$ cat config.mk
export PLATFORM = sky130hd
export DESIGN_NAME = temperature_alarm_hysteresis_fsm
export DESIGN_NICKNAME = d
export VERILOG_FILES = /design/src/rtl/core/tah_pkg.sv /design/src/rtl/core/temperature_alarm_hysteresis_fsm.sv
export SDC_FILE = /design/constraint.sdc
export NUM_CORES = 1
export LEC_CHECK = 0
export BUFFER_PORTS_ARGS = -buffer_cell sky130_fd_sc_hd__clkbuf_2
export CELL_PAD_IN_SITES_DETAIL_PLACEMENT = 1
export CELL_PAD_IN_SITES_GLOBAL_PLACEMENT = 2
export CORE_MARGIN = 1.5
export CORE_UTILIZATION = 36
export CTS_CLUSTER_SIZE = 30
export DETAILED_ROUTE_END_ITERATION = 8
export HOLD_SLACK_MARGIN = 0.12
export PLACE_DENSITY_LB_ADDON = 0.1
export SYNTH_ARGS = -nofsm -noshare
export SYNTH_HDL_FRONTEND = slang
export SYNTH_SLANG_ARGS = --single-unit
$ cat constraint.sdc
create_clock -name clock -period 3.21 [get_ports clock]
set_clock_uncertainty 0.05 [all_clocks]
set_input_delay 0.642 -clock clock [delete_from_list [all_inputs] [get_ports clock]]
set_output_delay 0.642 -clock clock [all_outputs]
set_load 0.05 [all_outputs]
$ cat src/rtl/core/tah_pkg.sv
package tah_pkg;

   localparam int unsigned TempWidth  = 11;
   localparam int unsigned EventWidth = 3;
   localparam int unsigned IndWidth   = 2;
   localparam int unsigned StateWidth = 4;
   localparam int unsigned CsrIdxWidth = 2;

   typedef logic signed [TempWidth-1:0] temp_type;

   typedef enum logic [StateWidth-1:0] {
      ST_N1  = 4'd0,
      ST_N2  = 4'd1,
      ST_N3  = 4'd2,
      ST_WH1 = 4'd3,
      ST_WH2 = 4'd4,
      ST_CH  = 4'd5,
      ST_WL1 = 4'd6,
      ST_WL2 = 4'd7,
      ST_CL  = 4'd8
   } alarm_state_type;

   typedef enum logic [EventWidth-1:0] {
      EV_NONE = 3'd0,
      EV_HW   = 3'd1,
      EV_LW   = 3'd2,
      EV_HC   = 3'd3,
      EV_LC   = 3'd4
   } alarm_event_type;

   typedef enum logic [IndWidth-1:0] {
      IND_KEEP = 2'd0,
      IND_NORM = 2'd1,
      IND_WARN = 2'd2,
      IND_CRIT = 2'd3
   } ind_mode_type;

   typedef enum logic [CsrIdxWidth-1:0] {
      CSR_HIGH_CRITICAL = 2'd0,
      CSR_HIGH_WARNING  = 2'd1,
      CSR_LOW_CRITICAL  = 2'd2,
      CSR_LOW_WARNING   = 2'd3
   } csr_index_type;

   localparam temp_type HighReset = 11'sd1023;
   localparam temp_type LowReset  = -11'sd1024;

endpackage

$ cat src/rtl/core/temperature_alarm_hysteresis_fsm.sv
// Stages: a request is registered in s1, then its response in the rsp_* registers.
// Throughput: one transaction per cycle while rsp_* is not stalled; the single
// alarm state register is fed back through combinational next-state logic.
// Reset: synchronous, active high; empties both pipeline stages, returns the
// machine to the first normal state and restores the four thresholds.
module temperature_alarm_hysteresis_fsm (
   input  logic                              clock,
   input  logic                              reset,
   input  logic                              req_valid,
   output logic                              req_stall,
   input  logic signed [tah_pkg::TempWidth-1:0] req_temperature,
   input  logic                              req_restart,
   output logic                              rsp_valid,
   input  logic                              rsp_stall,
   output logic [tah_pkg::EventWidth-1:0]    rsp_alarm_event,
   output logic [tah_pkg::IndWidth-1:0]      rsp_indicator_mode,
   input  logic                              csr_wr_en,
   input  logic [tah_pkg::CsrIdxWidth-1:0]   csr_index,
   input  logic [tah_pkg::TempWidth-1:0]     csr_wdata
);
   import tah_pkg::*;

   temp_type        high_critical_ff, high_warning_ff, low_critical_ff, low_warning_ff;
   logic            s1_valid_ff;
   temp_type        s1_temp_ff;
   logic            s1_restart_ff;
   alarm_state_type state_ff, state_in;
   logic            rsp_valid_ff;
   alarm_event_type rsp_event_ff, event_in;
   ind_mode_type    rsp_ind_ff, ind_in;

   logic out_free, advance, req_accept;
   logic ge_hc, ge_hw, le_lc, le_lw;

   assign out_free   = !rsp_valid_ff || !rsp_stall;
   assign advance    = s1_valid_ff && out_free;
   assign req_stall  = s1_valid_ff && !out_free;
   assign req_accept = req_valid && !req_stall;

   assign ge_hc = s1_temp_ff >= high_critical_ff;
   assign ge_hw = s1_temp_ff >= high_warning_ff;
   assign le_lc = s1_temp_ff <= low_critical_ff;
   assign le_lw = s1_temp_ff <= low_warning_ff;

   always_ff @(posedge clock) begin
      if (reset) begin
         high_critical_ff <= HighReset;
         high_warning_ff  <= HighReset;
         low_critical_ff  <= LowReset;
         low_warning_ff   <= LowReset;
      end else if (csr_wr_en) begin
         unique case (csr_index_type'(csr_index))
            CSR_HIGH_CRITICAL: high_critical_ff <= temp_type'(csr_wdata);
            CSR_HIGH_WARNING:  high_warning_ff  <= temp_type'(csr_wdata);
            CSR_LOW_CRITICAL:  low_critical_ff  <= temp_type'(csr_wdata);
            CSR_LOW_WARNING:   low_warning_ff   <= temp_type'(csr_wdata);
            default: ;
         endcase
      end
   end

   always_ff @(posedge clock) begin
      if (reset) begin
         s1_valid_ff <= 1'b0;
      end else if (req_accept) begin
         s1_valid_ff <= 1'b1;
      end else if (advance) begin
         s1_valid_ff <= 1'b0;
      end
   end

   always_ff @(posedge clock) begin
      if (req_accept) begin
         s1_temp_ff    <= req_temperature;
         s1_restart_ff <= req_restart;
      end
   end

   // next state
   always_comb begin
      state_in = state_ff;
      if (s1_restart_ff) begin
         state_in = ST_N1;
      end else begin
         unique case (state_ff)
            ST_N2: begin
               if (ge_hw)      state_in = ST_WH1;
               else if (le_lw) state_in = ST_WL1;
            end
            ST_N3: begin
               if (le_lw)      state_in = ST_WL1;
               else if (ge_hw) state_in = ST_WH1;
            end
            ST_WH1, ST_WH2: begin
               if (ge_hc)       state_in = ST_CH;
               else if (!ge_hw) state_in = ST_N3;
            end
            ST_CH: begin
               if (!ge_hc) state_in = ST_WH2;
            end
            ST_WL1: begin
               if (le_lc)       state_in = ST_CL;
               else if (!le_lw) state_in = ST_N2;
            end
            ST_WL2: begin
               if (le_lc && s1_temp_ff != low_critical_ff) state_in = ST_CL;
               else if (!le_lw)                            state_in = ST_N3;
            end
            ST_CL: begin
               if (!le_lc) state_in = ST_WL2;
            end
            default: begin
               if (ge_hw)      state_in = ST_WH1;
               else if (le_lw) state_in = ST_WL1;
               else            state_in = ST_N1;
            end
         endcase
      end
   end

   // outputs
   always_comb begin
      event_in = EV_NONE;
      ind_in   = IND_KEEP;
      if (!s1_restart_ff) begin
         unique case (state_ff)
            ST_N2: begin
               if (ge_hw) begin
                  event_in = EV_HW;
                  ind_in   = IND_WARN;
               end else if (le_lw) begin
                  ind_in = IND_WARN;
               end else begin
                  ind_in = IND_NORM;
               end
            end
            ST_N3: begin
               if (le_lw) begin
                  event_in = EV_LW;
                  ind_in   = IND_WARN;
               end else if (ge_hw) begin
                  ind_in = IND_WARN;
               end else begin
                  ind_in = IND_NORM;
               end
            end
            ST_WH1: begin
               if (ge_hc) begin
                  event_in = EV_HC;
                  ind_in   = IND_CRIT;
               end else if (!ge_hw) begin
                  ind_in = IND_NORM;
               end else begin
                  ind_in = IND_WARN;
               end
            end
            ST_WH2: begin
               if (ge_hc) ind_in = IND_CRIT;
               else       ind_in = IND_NORM;
            end
            ST_CH: begin
               if (!ge_hc) ind_in = IND_WARN;
               else        ind_in = IND_CRIT;
            end
            ST_WL1: begin
               if (le_lc) begin
                  event_in = EV_LC;
                  ind_in   = IND_CRIT;
               end else if (!le_lw) begin
                  ind_in = IND_NORM;
               end else begin
                  ind_in = IND_WARN;
               end
            end
            ST_WL2: begin
               if (le_lc && s1_temp_ff != low_critical_ff) ind_in = IND_CRIT;
               else if (!le_lw)                            ind_in = IND_NORM;
               else                                        ind_in = IND_WARN;
            end
            ST_CL: begin
               if (!le_lc) ind_in = IND_WARN;
               else        ind_in = IND_CRIT;
            end
            default: begin
               if (ge_hw) begin
                  event_in = EV_HW;
                  ind_in   = IND_WARN;
               end else if (le_lw) begin
                  event_in = EV_LW;
                  ind_in   = IND_WARN;
               end
            end
         endcase
      end
   end

   always_ff @(posedge clock) begin
      if (reset) begin
         state_ff <= ST_N1;
      end else if (advance) begin
         state_ff <= state_in;
      end
   end

   always_ff @(posedge clock) begin
      if (reset) begin
         rsp_valid_ff <= 1'b0;
      end else if (advance) begin
         rsp_valid_ff <= 1'b1;
      end else if (!rsp_stall) begin
         rsp_valid_ff <= 1'b0;
      end
   end

   always_ff @(posedge clock) begin
      if (advance) begin
         rsp_event_ff <= event_in;
         rsp_ind_ff   <= ind_in;
      end
   end

   assign rsp_valid          = rsp_valid_ff;
   assign rsp_alarm_event    = rsp_event_ff;
   assign rsp_indicator_mode = rsp_ind_ff;

   a_rsp_from_stage: assert property (@(posedge clock) disable iff (reset)
      $rose(rsp_valid_ff) |-> $past(s1_valid_ff))
      else $error("response raised without a staged transaction");

   a_event_shows_alarm: assert property (@(posedge clock) disable iff (reset)
      (rsp_valid_ff && rsp_event_ff != EV_NONE) |->
         (rsp_ind_ff == IND_WARN || rsp_ind_ff == IND_CRIT))
      else $error("alarm event without warning or critical indicator");

   a_restart_to_n1: assert property (@(posedge clock) disable iff (reset)
      (advance && s1_restart_ff) |=> (state_ff == ST_N1))
      else $error("restart did not return to first normal state");

   a_critical_from_warning: assert property (@(posedge clock) disable iff (reset)
      (advance && (event_in == EV_HC || event_in == EV_LC)) |->
         (state_ff == ST_WH1 || state_ff == ST_WL1))
      else $error("critical event outside first warning state");

endmodule

* Word level (Yosys, flattened, before mapping) *
Cells that the tools add are included.

storage, ports and cells
  bits of input ports = 30
  bits in registers = 67
  word-level logic and storage cells = 92
  output and inout bits = 7

cells by class
  muxes and demuxes = 39
  equal/unequal tests = 20
  $lt $le $gt $ge = 4
  reductions and logical operators = 18

operator list
  operator                                              number
  2-to-1 mux 4 bit                                      13
  case mux 4 bit (7 select lines)                       1
  2-to-1 mux 2 bit                                      12
  >= comparator 11 bit                                  2
  <= comparator 11 bit                                  2
  != test 4 bit (second input constant)                 5
  equality test 4 x 3 -> 1 bit (second input constant)  4
  case mux 2 bit (8 select lines)                       1
  case mux 3 bit (5 select lines)                       1
  2-to-1 mux 3 bit                                      4
  != test 11 bit                                        1
  equality test 4 x 2 -> 1 bit (second input constant)  2
  AND reduction 2 bit                                   4
  AND reduction 8 bit                                   1
  2-to-1 mux 1 bit                                      7
  != test 3 bit (second input constant)                 2
  equality test 2 bit (second input constant)           2
  equality test 4 x 1 -> 1 bit (second input constant)  1
  equality test 4 bit (second input constant)           1
  logical AND 1 bit                                     4
  zero test 1 bit                                       4
  OR reduction 4 bit                                    1
  equality test 2 x 1 -> 1 bit (second input constant)  1
  zero test 2 bit                                       1
  other kinds (4)                                       4

* Depth between registers and ports, before layout *
  word-level depth = 7
  depth in mapped cells = 11
  depth with buffers taken out = 10

* Worst setup path after synthesis *
No wires, ideal clock.

  kind = register to register
  from = register s1_temp_ff[4]
  to = register state_ff[0]
  setup time = 96 ps
  data required time = 3,064 ps
  arrival time = 2,284 ps
  setup slack = 780 ps
  buffers on the path = 0
  cell stages (with the launch flop) = 10
  clock period less this slack = 2,430 ps
  path through = edfxtp_1 -> ha_1 -> a21o_1 -> a21o_1 -> a2111o_1 -> nand4_2 -> a211o_4 -> nand4_4 -> or2_0 -> o41ai_2

between the ends
  longest elaborated chain between the ends = 5
  elaborated cells between the ends (all ways) = 22
  those cells by class = order compare: 4; eq/ne: 8; mux: 8; reduce/logical: 2

ends and longest elaborated chain
  item                                                           RTL line                                                                         source
  from (decl)                                                    temperature_alarm_hysteresis_fsm.sv:25                                           temp_type s1_temp_ff;
  from (signal assigned)                                         temperature_alarm_hysteresis_fsm.sv:74                                           s1_temp_ff <= req_temperature;
  <= comparator 11 bit / != test 11 bit (equally long branches)  temperature_alarm_hysteresis_fsm.sv:42, temperature_alarm_hysteresis_fsm.sv:106
  logical AND 1 bit                                              temperature_alarm_hysteresis_fsm.sv:106                                          if (le_lc && s1_temp_ff != low_critical_ff) state_in = ST_CL;
  2-to-1 mux 4 bit                                               temperature_alarm_hysteresis_fsm.sv:106
  case mux 4 bit (7 select lines)                                temperature_alarm_hysteresis_fsm.sv:85                                           unique case (state_ff)
  2-to-1 mux 4 bit                                               temperature_alarm_hysteresis_fsm.sv:82                                           if (s1_restart_ff) begin
  to (signal assigned)                                           temperature_alarm_hysteresis_fsm.sv:201                                          state_ff <= state_in;
  to (decl)                                                      temperature_alarm_hysteresis_fsm.sv:27                                           alarm_state_type state_ff, state_in;

Parallel ways exist; a longest one is shown, timed or not.
A chain may end at the register's enable or synchronous reset.

* Worst setup path in the final report *
Same ends and word-level chain as after synthesis.

==> results.md <==
- Initial Util: 0.3753
- CP Buf/Inv Count: 0
- TritonCTS clock tree: done
- H-tree depth: 3
- Worst Path Required: ~3.4 ns
- Largest stage delay, worst path: 0.47 ns
- Avg WL per Cell: 17.83 µm
- Min-delay worst type: flop to flop
- Mean area per synthesized cell: between 8 and 9 µm²
- Footprint of the multi-input gates: 0.002152 mm²
- PortBufs: 36
- ANT nets after route: 0
- Top-count cell post-synth: nand2_1
- Distinct cells, synth: 55
- Worst setup EP type: flop
- Number of enable flip-flop cells after synthesis: 17
- Critical-path cell list: ha_1 > a211oi_1 > nor2_1 > nor3_1 > o22ai_2 > a31oi_2 > nand4_4 > or2_0 > o41ai_2
- Tightest Pin Transition: 0.8082 ns
- Post-Route WL: 11440 µm
- Yosys reg bits: 67
- First-pass GRT wire length: 18790 µm
- Switch share: 0.2904
- Largest net degree at the start of global routing: 28
- Hold bufs inserted after CTS: 0
- Slowest CP cell: edfxtp_1
- Drt pass-1 iters: 4
- Register area: ~0.0015 mm²
- Cells after DPL: ~630
- I/O pins: 37
- Int Power: 1.428 mW
- Slew Viols, Final: 0
- Site row count: 37
- Crit Path Class: flop to flop
- Async S/R FF share, synth: 0
- Synth-to-layout area growth: 13.19%
- Clock latency on the worst-skew pair: 0.35 ns
- Synth Cell Area: 0.003926 mm²
- Max-Cap Viols: 0
- Post-cts resize count: 0
- Drt initial violations: 137
- Max VDD drop: 201.4 µV
- Vias post-DR: 3417
- Crit path arrival time: ~2.9 ns
- Clock share of power: 0.367
- Pleak: ~1.9 nW
- Most common library cells after synthesis: nand2_1, dfxtp_1, inv_1
- Setup TNS: 0 ns
- CP max FO: 9
- Logic pwr share: 0.165
- Clock buffer count from CTS: 9
- Mapped Nets: between 500 and 600
- Power per Cell Area: 452.8 mW/mm²
- Vias/cell: 5.322
- Crit path launch type: flop
- Peak Freq: 369.7 MHz
- # DRC: 0
- Sink Count: 67
- Clk buf depth: 2
- Worst-path clk slew: roughly 0.070 ns
- Final Critical Period: 2.705 ns
- Fillers: 1299
- Die height: roughly 110 µm
- Top-area cell type share of the netlist area: 0.2549
- Share of cells above drive strength 1: 0.1304
- Ant. Diodes: 0
- Finished Core Util: 0.4248
- Clock Tree Root: clkbuf_8
- Cell taking the most area after synthesis: dfxtp_1
- Die ar.: 0.01154 mm²
- Sequential fraction of the synthesis area: 0.3850
- Initial antenna violation count: 0
- Gr usage total: 0.2147
- Yosys warning total: 0
- Die Width: roughly 110 µm
- Outcome: complete, no violations
- Sequential share of power: 0.468
- Net Switching: 0.5843 mW
- Vias in the first global route: between 3000 and 4000
- Largest delay share family, worst path: compound AO/OA/AOI/OAI gates
- Layout net count: 575
- Fin crit share: 0.8427
- Setup bufs post-CTS: 0
- Worst rel slew slack: 0.4612
- Ys flop type: dfxtp_1
- Core area: 0.01046 mm²
- Top area cells in the synthesized netlist: dfxtp_1, ha_1, edfxtp_1, nand2_1, a21oi_1
- Grt total ovfl: 0
- Gpl congestion: 0.8182
- Number of setup violations in the final report: 0
- Fin cells: 642
- Fin. Hold Viols: 0
- Cells after Synth: 470
- RSZ-0062 raised after global routing: false
- Dpl hpwl: 8798 µm
per-layer routing:
metal / vias to the layer above / GRT usage / part of all wire
met5: - / 0 / 0
met4: 0 / 0.05263 / 0.012
met3: 10 / 0.04056 / 0.039
met2: 61 / 0.3444 / 0.46
met1: 1632 / 0.2974 / 0.49
li1: 1714 / - / -
area by class of cell:
class,instances,share of cell area
Timing Repair Buffer,42,0.05068
Sequential cell,67,0.3401
Clock buffer,11,0.03435
Inverter,49,0.04139
Clock inverter,5,0.01098
Tap cell,136,0.03829
Multi-Input combinational cell,332,0.4842
state kept, by name, summed over array words and instances, names as in the netlist:
register,count
s1_temp_ff,11
state_ff,4
low_warning_ff,11
rsp_alarm_event,3
rsp_valid,1
rsp_indicator_mode,2
high_critical_ff,11
s1_restart_ff,1
s1_valid_ff,1
high_warning_ff,11
low_critical_ff,11
power groups by stage:
stage | Clock (mW) | Combinational (mW) | Sequential [mW]
after detailed placement | 0 | 0.333 | 0.960
after global placement | 0 | 0.326 | 0.959
after CTS | 0.763 | 0.335 | 0.941
after global routing | 0.805 | 0.373 | 0.947
after floorplan | 0 | 0.216 | 0.955
final | 0.739 | 0.332 | 0.941
final timing paths:
path / slack [ns] / endpoint / depth (start not counted) / startpoint
setup / recovery: 0.50 / state_ff[0] / 9 / s1_temp_ff[4]
hold / removal: 0.41 / low_critical_ff[6] / 2 / low_critical_ff[6]
setup reg to reg: 0.50 / state_ff[0] / 9 / s1_temp_ff[4]
hold reg to reg: 0.41 / low_critical_ff[6] / 2 / low_critical_ff[6]
placed cells by master, fill, tap and decap left out, drive strengths merged, types with 4 or more instances in the layout:
master and instances:
buf 6, nor3 7, o211ai 21, clkinv 4
a31oi 4, a211oi 5, nand2 89, clkbuf 47
nand2b 4, nor2 26, ha 44, a21oi 42
dfxtp 50, nand4 12, inv 49, nor2b 5
o21ai 18, edfxtp 17, nand3 9
per-stage QoR:
stage / setup WS [ns] / cell area [µm²] / hold WS (ns) / total power, mW
after detailed placement: 0.4862 / 4243 / 0.4030 / 1.294
after global routing: 0.2985 / 4444 / 0.3928 / 2.125
after CTS: 0.4674 / 4444 / 0.3978 / 2.039
final: 0.5050 / 4444 / 0.4141 / 2.012
after global placement: 0.5337 / 4243 / 0.3919 / 1.285
after floorplan: 0.7804 / 3926 / 0.3863 / 1.172
logic make-up after synthesis:
logic type      count (synthesis)  synth area share
simple gates                  171            0.2043
buf+inv                        71           0.06819
mux                             1          0.002549
compound gates                115            0.1976
flops                          67            0.3850
xor+xnor                        1          0.002231
fa+ha+maj                      44            0.1402
worst reg2reg max path, stage by stage (launching register included):
cell and delay (ns):
edfxtp_1 0.47, ha_1 0.34, a211oi_1 0.23, nor2_1 0.08, nor3_1 0.31, o22ai_2 0.22
a31oi_2 0.27, nand4_4 0.15, or2_0 0.24, o41ai_2 0.26
No activity file was read; power rests on OpenSTA's default activity.
